File: src/rtl/dps_pkg.sv
// Shared types and constants for the display power sequencer.
// Holds the word structs, configuration struct, phase encoding and reset values.
// No dependencies.
package dps_pkg;

	localparam int unsigned PADDR_W = 4;
	localparam int unsigned PDATA_W = 32;

	// Input mode codes
	localparam logic [1:0] MODE_TICK      = 2'd0;
	localparam logic [1:0] MODE_HEARTBEAT = 2'd1;
	localparam logic [1:0] MODE_POWER     = 2'd2;

	// Register indexes
	localparam logic [1:0] REG_PULSE     = 2'd0;
	localparam logic [1:0] REG_ON_WAIT   = 2'd1;
	localparam logic [1:0] REG_OFF_WAIT  = 2'd2;
	localparam logic [1:0] REG_HEARTBEAT = 2'd3;

	// Register reset values
	localparam logic [15:0] PULSE_MS_RST     = 16'd100;
	localparam logic [16:0] ON_WAIT_MS_RST   = 17'd90000;
	localparam logic [16:0] OFF_WAIT_MS_RST  = 17'd30000;
	localparam logic [15:0] HEARTBEAT_MS_RST = 16'd10000;

	typedef enum logic [3:0] {
		PH_IDLE     = 4'b0001,
		PH_PULSE    = 4'b0010,
		PH_ON_WAIT  = 4'b0100,
		PH_OFF_WAIT = 4'b1000
	} phase_t;

	typedef struct packed {
		logic [1:0] mode;
		logic       mirror_bit;
		logic       power_on;
	} in_t;

	typedef struct packed {
		logic pin_level;
		logic started_flag;
		logic mirroring;
		logic busy_res;
	} out_t;

	typedef struct packed {
		logic [15:0] pulse_ms;
		logic [16:0] on_wait_ms;
		logic [16:0] off_wait_ms;
		logic [15:0] heartbeat_ms;
	} cfg_t;

	typedef struct packed {
		phase_t      phase;
		logic [16:0] phase_timer;
		logic [15:0] silence;
		logic        started;
		logic        mirror;
		logic        req_power;
		logic        pending;
		logic        pin;
	} state_t;

endpackage

File: src/rtl/display_power_sequencer.sv
// Top level of the display power sequencer: input word register, result register.
// Depends on dps_pkg, dps_apb_regs and dps_core.
//
// Each input word (tick, heartbeat or power request) is registered, applied to the
// sequencer state, and its result word is registered on the output. One
// word is accepted per cycle when the output is taken; the result is valid once the word
// advances from in_s1 into res_s2. dps_core updates its state when the word advances.
// Timing registers are in ticks; configure them only while no word is in flight.
module display_power_sequencer (
	input  logic                        clk,
	input  logic                        arst_n,
	input  logic                        in_valid,
	output logic                        in_ready,
	input  dps_pkg::in_t                in_data,
	output logic                        out_valid,
	input  logic                        out_ready,
	output dps_pkg::out_t               out_data,
	input  logic                        psel,
	input  logic                        penable,
	input  logic                        pwrite,
	input  logic [dps_pkg::PADDR_W-1:0] paddr,
	input  logic [dps_pkg::PDATA_W-1:0] pwdata,
	output logic [dps_pkg::PDATA_W-1:0] prdata,
	output logic                        pready
);

	dps_pkg::cfg_t cfg;
	dps_pkg::in_t  in_s1;
	dps_pkg::out_t res;
	dps_pkg::out_t res_s2;
	logic          v_s1;
	logic          v_s2;
	logic          adv;

	assign adv      = v_s1 && (!v_s2 || out_ready);
	assign in_ready = !v_s1 || adv;

	always_ff @(posedge clk or negedge arst_n) begin
		if (!arst_n) begin
			v_s1 <= 1'b0;
			v_s2 <= 1'b0;
		end else begin
			if (in_ready)
				v_s1 <= in_valid;
			if (adv)
				v_s2 <= 1'b1;
			else if (out_ready)
				v_s2 <= 1'b0;
		end
	end

	always_ff @(posedge clk) begin
		if (in_ready && in_valid)
			in_s1 <= in_data;
		if (adv)
			res_s2 <= res;
	end

	dps_apb_regs u_regs (
		.clk     (clk),
		.arst_n  (arst_n),
		.psel    (psel),
		.penable (penable),
		.pwrite  (pwrite),
		.paddr   (paddr),
		.pwdata  (pwdata),
		.prdata  (prdata),
		.pready  (pready),
		.cfg     (cfg)
	);

	dps_core u_core (
		.clk    (clk),
		.arst_n (arst_n),
		.step   (adv),
		.item   (in_s1),
		.cfg    (cfg),
		.res    (res)
	);

	assign out_valid = v_s2;
	assign out_data  = res_s2;

endmodule

File: src/rtl/dps_apb_regs.sv
// APB configuration registers of the display power sequencer.
// Depends on dps_pkg for the configuration struct, register indexes and reset values.
module dps_apb_regs (
	input  logic                        clk,
	input  logic                        arst_n,
	input  logic                        psel,
	input  logic                        penable,
	input  logic                        pwrite,
	input  logic [dps_pkg::PADDR_W-1:0] paddr,
	input  logic [dps_pkg::PDATA_W-1:0] pwdata,
	output logic [dps_pkg::PDATA_W-1:0] prdata,
	output logic                        pready,
	output dps_pkg::cfg_t               cfg
);

	dps_pkg::cfg_t cfg_q;
	logic [1:0]    idx;
	logic          wr_en;

	assign idx    = paddr[3:2];
	assign wr_en  = psel && penable && pwrite;
	assign pready = 1'b1;
	assign cfg    = cfg_q;

	always_ff @(posedge clk or negedge arst_n) begin
		if (!arst_n) begin
			cfg_q.pulse_ms     <= dps_pkg::PULSE_MS_RST;
			cfg_q.on_wait_ms   <= dps_pkg::ON_WAIT_MS_RST;
			cfg_q.off_wait_ms  <= dps_pkg::OFF_WAIT_MS_RST;
			cfg_q.heartbeat_ms <= dps_pkg::HEARTBEAT_MS_RST;
		end else if (wr_en) begin
			case (idx)
				dps_pkg::REG_PULSE:     cfg_q.pulse_ms     <= pwdata[15:0];
				dps_pkg::REG_ON_WAIT:   cfg_q.on_wait_ms   <= pwdata[16:0];
				dps_pkg::REG_OFF_WAIT:  cfg_q.off_wait_ms  <= pwdata[16:0];
				dps_pkg::REG_HEARTBEAT: cfg_q.heartbeat_ms <= pwdata[15:0];
				default: ;
			endcase
		end
	end

	always_comb begin
		case (idx)
			dps_pkg::REG_PULSE:     prdata = {16'd0, cfg_q.pulse_ms};
			dps_pkg::REG_ON_WAIT:   prdata = {15'd0, cfg_q.on_wait_ms};
			dps_pkg::REG_OFF_WAIT:  prdata = {15'd0, cfg_q.off_wait_ms};
			dps_pkg::REG_HEARTBEAT: prdata = {16'd0, cfg_q.heartbeat_ms};
			default:                prdata = '0;
		endcase
	end

endmodule

File: src/rtl/dps_core.sv
// Sequencer state and single-pass next-state logic for the display power sequencer.
// Depends on dps_pkg for word, configuration and state types.
module dps_core (
	input  logic          clk,
	input  logic          arst_n,
	input  logic          step,
	input  dps_pkg::in_t  item,
	input  dps_pkg::cfg_t cfg,
	output dps_pkg::out_t res
);

	dps_pkg::state_t cur_q;
	dps_pkg::state_t nx;

	function automatic dps_pkg::state_t begin_seq(input dps_pkg::state_t si);
		dps_pkg::state_t s;
		s = si;
		s.phase_timer = '0;
		if (s.req_power) begin
			if (!s.started) begin
				s.pin   = 1'b1;
				s.phase = dps_pkg::PH_PULSE;
			end else begin
				s.phase = dps_pkg::PH_IDLE;
			end
		end else begin
			s.phase = s.started ? dps_pkg::PH_OFF_WAIT : dps_pkg::PH_IDLE;
		end
		return s;
	endfunction

	function automatic dps_pkg::state_t end_seq(input dps_pkg::state_t si);
		dps_pkg::state_t s;
		s = si;
		s.phase       = dps_pkg::PH_IDLE;
		s.phase_timer = '0;
		if (s.pending) begin
			s.pending = 1'b0;
			s = begin_seq(s);
		end
		return s;
	endfunction

	function automatic dps_pkg::state_t tick(input dps_pkg::state_t si,
			input dps_pkg::cfg_t c);
		dps_pkg::state_t s;
		logic [16:0]     t;
		s = si;
		t = s.phase_timer + 17'd1;
		if (s.silence >= c.heartbeat_ms)
			s.started = 1'b0;
		else
			s.silence = s.silence + 16'd1;
		case (s.phase)
			dps_pkg::PH_PULSE: begin
				s.phase_timer = t;
				if (t >= {1'b0, c.pulse_ms}) begin
					s.pin         = 1'b0;
					s.phase_timer = '0;
					if (s.started)
						s = end_seq(s);
					else
						s.phase = dps_pkg::PH_ON_WAIT;
				end
			end
			dps_pkg::PH_ON_WAIT: begin
				if (s.started) begin
					s = end_seq(s);
				end else begin
					s.phase_timer = t;
					if (t >= c.on_wait_ms) begin
						s.pin         = 1'b1;
						s.phase_timer = '0;
						s.phase       = dps_pkg::PH_PULSE;
					end
				end
			end
			dps_pkg::PH_OFF_WAIT: begin
				if (!s.started) begin
					s.pin = 1'b1;
					s = end_seq(s);
				end else begin
					s.phase_timer = t;
					if (t >= c.off_wait_ms) begin
						s.pin         = 1'b1;
						s.phase_timer = '0;
					end
				end
			end
			default: ;
		endcase
		return s;
	endfunction

	always_comb begin
		nx = cur_q;
		case (item.mode)
			dps_pkg::MODE_TICK: nx = tick(cur_q, cfg);
			dps_pkg::MODE_HEARTBEAT: begin
				nx.mirror  = item.mirror_bit;
				nx.started = 1'b1;
				nx.silence = '0;
				if (cur_q.phase == dps_pkg::PH_ON_WAIT)
					nx = end_seq(nx);
			end
			dps_pkg::MODE_POWER: begin
				nx.req_power = item.power_on;
				if (cur_q.phase == dps_pkg::PH_IDLE)
					nx = begin_seq(nx);
				else
					nx.pending = 1'b1;
			end
			default: ;
		endcase
	end

	always_ff @(posedge clk or negedge arst_n) begin
		if (!arst_n) begin
			cur_q.phase       <= dps_pkg::PH_IDLE;
			cur_q.phase_timer <= '0;
			cur_q.silence     <= '0;
			cur_q.started     <= 1'b0;
			cur_q.mirror      <= 1'b0;
			cur_q.req_power   <= 1'b0;
			cur_q.pending     <= 1'b0;
			cur_q.pin         <= 1'b0;
		end else if (step) begin
			cur_q <= nx;
		end
	end

	assign res.pin_level    = nx.pin;
	assign res.started_flag = nx.started;
	assign res.mirroring    = nx.mirror;
	assign res.busy_res     = (nx.phase != dps_pkg::PH_IDLE);

endmodule
File: config.mk
export PLATFORM = sky130hd
export DESIGN_NAME = display_power_sequencer
export DESIGN_NICKNAME = d
export VERILOG_FILES = /design/src/rtl/dps_pkg.sv /design/src/rtl/display_power_sequencer.sv /design/src/rtl/dps_apb_regs.sv /design/src/rtl/dps_core.sv
export SDC_FILE = /design/constraint.sdc
export NUM_CORES = 1
export LEC_CHECK = 0
export BUFFER_PORTS_ARGS = -buffer_cell sky130_fd_sc_hd__buf_4
export CAP_MARGIN = 15
export CORE_AREA = 2 2 138 167
export CTS_CLUSTER_SIZE = 24
export DETAILED_ROUTE_END_ITERATION = 10
export DIE_AREA = 0 0 140 169
export PLACE_DENSITY = 0.55
export SLEW_MARGIN = 20
export SYNTH_ARGS = -nofsm -noshare
export SYNTH_HDL_FRONTEND = slang
export SYNTH_SLANG_ARGS = --single-unit
File: constraint.sdc
create_clock -name clk -period 10.2 [get_ports clk]
set_input_delay 3.06 -clock clk [delete_from_list [all_inputs] [get_ports clk]]
set_output_delay 3.06 -clock clk [all_outputs]
set_load 0.02 [all_outputs]
==> Word-level counts from Yosys, hierarchy flattened <==
Index checks and enable logic that the tools add are counted.
{ "word_totals": {"input_bits": 47, "wordCells": 106, "output_inout_bits": 39, "ff_bits": 118} }
{ "op_classes": {"order_cmp": 4, "n_bitwise": 3, "eq_ne": 18, "n_reduce_logical": 21, "addsub": 2, "muxes": 37} }
{ "ops": {"columns": ["op", "n"], "rows": [
  ["$mux W42", 6],
  ["$pmux W42 S3", 2],
  ["$pmux W32 S4", 1],
  ["$mux W21", 2],
  ["$mux W20", 2],
  ["$mux W40", 1],
  ["$mux W38", 1],
  ["$ge A17 B17 Y1", 2],
  ["$mux W17", 2],
  ["$mux W4", 5],
  ["$add A17 B1 Y17 const B", 1],
  ["$ge A17 B16 Y1", 1],
  ["$add A16 B1 Y16 const B", 1],
  ["$ge A16 B16 Y1", 1],
  ["$mux W16", 1],
  ["$mux W1", 12],
  ["$ne A3 B3 Y1 const B", 3],
  ["$reduce_and A9 Y1", 1],
  ["$reduce_and A2 Y1", 4],
  ["$eq A2 B2 Y1 const B", 3],
  ["$reduce_and A5 Y1", 1],
  ["$eq A2 B1 Y1 const B", 2],
  ["$eq A4 B1 Y1 const B", 1],
  ["$eq A4 B2 Y1 const B", 1],
  ["other kinds (17)", 28]
]} }

==> Longest topological paths before layout <==
Gate-level depths: netlist of the first run.
{ "logic_depth": {"depth_word": 8, "depth_mapped": 17, "ltp_nobuf": 16} }

==> Hierarchy <==
From an unflattened synthesis of the first run, not the netlist that was laid out.
{ "hier_totals": {"hier_cells": 759, "area_unflattened_um2": 7986.4} }
{ "modules_own_cells": {"columns": ["mod", "instances", "seq_area_each_um2", "cells_each", "area_per_inst_um2"], "rows": [
  ["dps_core", 1, 1052.3, 557, 4545.6],
  ["dps_apb_regs", 1, 1681.6, 186, 3096.7],
  ["display_power_sequencer", 1, 290.3, 16, 344.1]
]} }

==> Least setup slack after synthesis of the first run <==
OpenSTA, ideal clock, no wires.
{ "synth_timing": {"path_kind": "input -> output", "startpoint": "input port paddr[3] in the netlist's numbering", "endpoint": "output port prdata[14] in the netlist's numbering", "t_required_ps": 7140, "slack_ps": 2602, "path_stages": 3, "n_path_buf": 2, "arrival_time_ps": 4538, "path_cell_list": "buf_1 clkbuf_1 mux4_2"} }
{ "synth_via": {"elab_chain_len": 2, "word_cells_on_any_way": 5, "cone_classes": "eq/ne: 3; mux: 1; reduce/logical: 1"} }
{ "synth_lines": {"columns": ["element", "line_no", "rtl"], "rows": [
  ["start, declared", "display_power_sequencer.sv:21", "input logic [dps_pkg::PADDR_W-1:0] paddr,"],
  ["$eq A2 B2 Y1, or another cell as far along", "dps_apb_regs.sv:43", "case (idx)"],
  ["$pmux W32 S4 (*)", "dps_apb_regs.sv:43", null],
  ["end, declared", "display_power_sequencer.sv:23", "output logic [dps_pkg::PDATA_W-1:0] prdata,"]
]} }
Every way passes the cells marked *; elsewhere a longest branch is shown, timed or not. The select of a mux whose other input is x is not followed.

==> Worst setup path after layout of the first run <==
{ "layout_timing": {"startpoint": "input port paddr[3] in the netlist's numbering", "endpoint": "output port prdata[4] in the netlist's numbering"} }
Same word-level chain as after synthesis.

==> flow_summary.toml, run 1 <==
[clock_tree]
clkLatencyLatePin_ns = 0.42
root_buffer = "clkbuf_16"
clock_path_buffers = 2
cts_setup_buffers = 0
clkTransAtPathRegs_ns = 0.06
cts_hold_buf = 0
h-tree-depth = 4
cts_tree = "built"
cts_resized = 0
cts-buffers-inserted = 17
cts_sinks = 118

[min_path]
hold_class = "register to register"

[floorplan]
initial_core_util_pct = 34.2
core-area_mm2 = 0.0221
dieArea_mm2 = 0.0237
die_x_um = 140
die_h_um = 169
io_pins = 86
fp-row-count = 60

[yosys]
synth.most_common_cell = "nand2_1"
synth_cells = 774
synthTopCellsByArea = "dfrtp_1, ha_1, dfstp_2"
syn_avg_cell_area_um2 = 9.79
syn-cell-area_mm2 = 0.00758
synth-edff-count = 8
ys_seq_elements = 118
ys.warnings.count = 0
async_flop_share_pct = 93.2
yosysSeqAreaShare_pct = 39.9
yosys.area.top_type_share_pct = 28.1
ys.flop_type = "dfrtp_1"
synth_cell_type_count = 71
netlist_top_cells_count = "nand2_1, dfrtp_1, inv_1"
yosysTopAreaCell = "dfrtp_1"

[final_layout]
n_antenna_cell = 0
area_delta_synth_final_pct = 17.0
final_area_mm2 = 0.00887
layout.nets = 938
drive_gt1_share_pct = 21.3
final_util_pct = 40.0

[timing]
setup_viol = 0
fin_crit_ns = 7.26
worstMarginPinSlew_ns = 0.999
skew_ns = 0.00893
setup_tns_ns = 0
rsz0062_at_grt = "false"
slew_viol_final = 0
finalCritPeriodShare_pct = 71.2
slew-limit-headroom_pct = 33.4
fmax_ghz = 0.138
report.final.hold_viol_count = 0

[critical_path]
critPathKind = "primary input to output pin"
crit_chain = "buf_4 -> mux4_2 -> buf_4"
critical_path.max_fanout = 22
cp-end-kind = "output pin"
cp-start-kind = "primary input"
crit_top_cell = "buf_4"
crit_arrival_ns = 4.20
critical_path_required_ns = 7.14
cp_num_buf_inv = 2
crit_path_top_delay_cell = "mux4_2"
cpPeakStageDelay_ns = 0.60
critPathTopFamily = "multiplexers"

[outcome]
status = "finished, violations left"
violations = "DRC"

[route]
postRouteAntennaNets = 0
firstDrtPassIters = 10
viasPerCell = 5.17
post-route-drc-count = 2
vias = 5750
wl_um = 19000
first_iter_violations = 368
wl_per_cell_um = 17.1

[placement]
dp_hpwl_um = 14000
port_buffers = 52
dpl_cell_area_mm2 = 0.00819
gp_congestion = 0.822

[global_route]
antenna_found_initial = 0
grt_start_max_net_pins = 77
grt_pass1_wl_um = 31000
grt_overflow_total = 0
track_usage_pct = 16.8
grt_pass1_vias = 5814

[run]
cap_violations = 0

[pwr]
power_density_mw_per_mm2 = 190
p_leak_nw = 4.00
power.total_mw = 1.68
peakVddDrop_mv = 0.106
cell type report:
class / count / area [µm²]
well taps: 279 / 349
fillers: 2187 / 13300
clock buffers: 22 / 485
repair buffers: 57 / 428
inverters: 77 / 289
multi-input cells: 550 / 4100
flip-flops and latches: 118 / 3020
clock inverters: 10 / 191
kinds of logic (layout without fill, tap and decap cells):
logic type | after synthesis | count (layout) | synth area share (%)
AOI/OAI and AO/OA | 178 | 178 | 15.8
xor gates and xnor gates | 31 | 31 | 3.58
adders and majority gates | 70 | 70 | 11.6
buffers and inverters | 120 | 166 | 6.89
DFF | 118 | 118 | 39.9
muxes | 38 | 38 | 8.07
other | 2 | 16 | 0.0991
and+or+nand+nor | 217 | 217 | 14.1
where the power goes:
group | switching [mW] | leakage, nW | total [mW] | internal, mW
clock network | 0.224 | 0.322 | 0.686 | 0.462
registers | 0.0574 | 1.41 | 0.626 | 0.569
logic | 0.210 | 2.27 | 0.370 | 0.160
layer usage:
| layer | GRT usage (%) | routed length [µm] | vias to the layer above |
|---|---|---|---|
| met1 | 21.9 | 8690 | 2787 |
| met3 | 2.57 | 593 | 24 |
| met5 | 0 | 0 | - |
| met2 | 28.7 | 9340 | 126 |
| met4 | 5.75 | 379 | 0 |
| li1 | - | - | 2813 |
layout by cell type (no fill, tap or decap), drive strengths merged, types with 6 or more instances in the layout:
master | synthesis | routed
a211oi | 6 | 6
a21o | 11 | 11
a21oi | 35 | 35
a31oi | 6 | 6
a32o | 9 | 9
and3 | 8 | 8
buf | 22 | 57
clkbuf | 21 | 22
conb | 2 | 16
dfrtp | 85 | 85
dfstp | 25 | 25
edfxtp | 8 | 8
ha | 70 | 70
inv | 77 | 77
mux2 | 22 | 22
mux4 | 16 | 16
nand2 | 88 | 88
nand3 | 21 | 21
nand4 | 10 | 10
nor2 | 38 | 38
nor3 | 14 | 14
o21a | 8 | 8
o21ai | 73 | 73
or3 | 12 | 12
xnor2 | 23 | 23
xor2 | 8 | 8
registers in the layout, indices dropped and copies added, names as in the netlist:
signal and count:
out_valid 1, u_core.cur_q 42, out_data 4, u_regs.cfg 66, in_s1 4, v_s1 1
per-stage QoR:
step	setup WS, ns	hold WS [ns]	cells
floorplan	2.60	0.457	788
global placement	2.92	0.471	1081
detailed placement	2.91	0.488	1081
CTS	2.91	0.494	1113
global route	2.90	0.525	1113
finish	2.94	0.488	1113
worst paths after layout:
check / from / slack [ns] / end / cells past startpoint
hold / removal: v_s1$_DFFE_PN0N_ / 0.49 / out_valid$_DFFE_PN0P_ / 1
setup reg to reg: u_core.cur_q[23]$_DFFE_PN0P_ / 5.50 / u_core.cur_q[32]$_DFFE_PN0P_ / 16
setup / recovery: paddr[3] / 2.94 / prdata[4] / 3
min in group asynchronous: arst_n / 2.59 / u_core.cur_q[15]$_DFFE_PN0P_ / 1
hold reg to reg: v_s1$_DFFE_PN0N_ / 0.49 / out_valid$_DFFE_PN0P_ / 1
max in group asynchronous: arst_n / 6.28 / u_core.cur_q[30]$_DFFE_PN0P_ / 2
Power figures use the tool's default switching activity.
==> run 2, diff against run 1 <==
Settings changed: PLACE_DENSITY 0.55 to 0.57.
Clock period 10.2 ns to 6.4 ns, I/O delays scaled along.
==> flow_summary.toml, run 2 (synthesized netlist as in run 1, its figures left out) <==
[global_route]
track_usage_pct = 16.7
antenna_found_initial = 1
grt_pass1_wl_um = 30600
grt_start_max_net_pins = 76
grt_pass1_vias = 5714
grt_overflow_total = 0

[route]
wl_um = 18900
postRouteAntennaNets = 0
firstDrtPassIters = 8
post-route-drc-count = 8
first_iter_violations = 424
vias = 5713
wl_per_cell_um = 16.9
viasPerCell = 5.13

[pwr]
peakVddDrop_mv = 0.199
p_leak_nw = 3.96
power_density_mw_per_mm2 = 285

[critical_path]
cp-start-kind = "primary input"
crit_arrival_ns = 3.06
cp-end-kind = "output pin"
critical_path_required_ns = 4.48
critPathKind = "primary input to output pin"
critical_path.max_fanout = 22

[final_layout]
stdcell_count = 1114
drive_gt1_share_pct = 21.0
area_delta_synth_final_pct = 15.6
final_cell_mix = "nand2_1, dfrtp_1, inv_1, ha_1, o21ai_0"
final_util_pct = 39.5
layout.nets = 938
final_common_cell = "nand2_1"
largest_reg_flops = 66

[clock_tree]
cts_sinks = 118
cts_hold_buf = 0
clock_path_buffers = 2
cts_tree = "built"
cts-buffers-inserted = 17
root_buffer = "clkbuf_16"
clkTransAtPathRegs_ns = 0.06
h-tree-depth = 4
cts_resized = 0
cts_setup_buffers = 0
clkLatencyLatePin_ns = 0.43

[timing]
setup_tns_ns = 0
worstMarginPinSlew_ns = 1.01
skew_ns = 0.0121
slew_viol_final = 0
finalCritPeriodShare_pct = 77.8
setup_viol = 0
report.final.hold_viol_count = 0
fin_ws_ns = 1.42
fmax_ghz = 0.201
rsz0062_at_grt = "false"
slew-limit-headroom_pct = 32.2
fin_crit_ns = 4.98

[run]
cap_violations = 0

[floorplan]
io_pins = 86
die_h_um = 169
initial_core_util_pct = 34.2
core-area_mm2 = 0.0221
dieArea_mm2 = 0.0237
die_x_um = 140
fp-row-count = 60

[outcome]
status = "finished, violations left"
violations = "DRC"

[placement]
dp.cells = 1081
gp_congestion = 0.835
dp_hpwl_um = 14100
port_buffers = 52
dp_slack_ns = 1.41

[min_path]
hold_class = "register to register"
## run 2: changes by cell type in the layout (fill, tap and decap cells not counted)
cell	before	now
clkbuf_8	2	1
clkbuf_1	2	5
nor3b_2	2	1
clkinv_4	3	1
buf_6	0	1
clkinv_2	0	4
buf_4	57	56
bufinv_16	5	1
diode_2	0	1
nor3b_4	0	1
## run 2: metal layers
metal | wire (µm) | up-vias | track usage [%]
li1 | - | 2814 | -
met1 | 8650 | 2750 | 21.3
met2 | 9050 | 122 | 27.8
met3 | 775 | 27 | 3.37
met4 | 398 | 0 | 6.54
met5 | 0 | - | 0
## run 2: path summary, 6_finish.rpt
path / from / to / slack [ns] / cells past startpoint
setup / recovery: paddr[3] / prdata[2] / 1.42 / 3
hold / removal: v_s1$_DFFE_PN0N_ / out_valid$_DFFE_PN0P_ / 0.49 / 1
setup reg to reg: u_core.cur_q[23]$_DFFE_PN0P_ / u_core.cur_q[28]$_DFFE_PN0P_ / 1.72 / 16
hold reg to reg: v_s1$_DFFE_PN0N_ / out_valid$_DFFE_PN0P_ / 0.49 / 1
max in group asynchronous: arst_n / u_regs.cfg[47]$_DFFE_PN1P_ / 3.93 / 2
min in group asynchronous: arst_n / u_core.cur_q[16]$_DFFE_PN0P_ / 1.51 / 1
## run 2: layout make-up
class / instances / area [µm²]
diodes: 1 / 2.50
fillers: 2182 / 13400
clock inverters: 8 / 73.8
inverters: 77 / 289
flip-flops and latches: 118 / 3020
repair buffers: 57 / 432
well taps: 279 / 349
multi-input cells: 550 / 4110
clock buffers: 24 / 483
## run 2: where the power goes
part / switching (mW) / internal, mW
Clock: 0.344 / 0.564
Sequential: 0.0921 / 0.907
Combinational: 0.334 / 0.255
## run 2: critical path, stage by stage
cell and delay (ns):
buf_4 0.34, mux4_2 0.60, buf_4 0.18
## run 2: stage by stage
step | hold WS (ns) | cell area [µm²] | power [mW]
floorplan | 0.457 | 7630 | 1.40
global placement | 0.474 | 8190 | 1.59
detailed placement | 0.477 | 8190 | 1.60
CTS | 0.494 | 8740 | 2.52
global route | 0.504 | 8760 | 2.64
finish | 0.493 | 8760 | 2.50
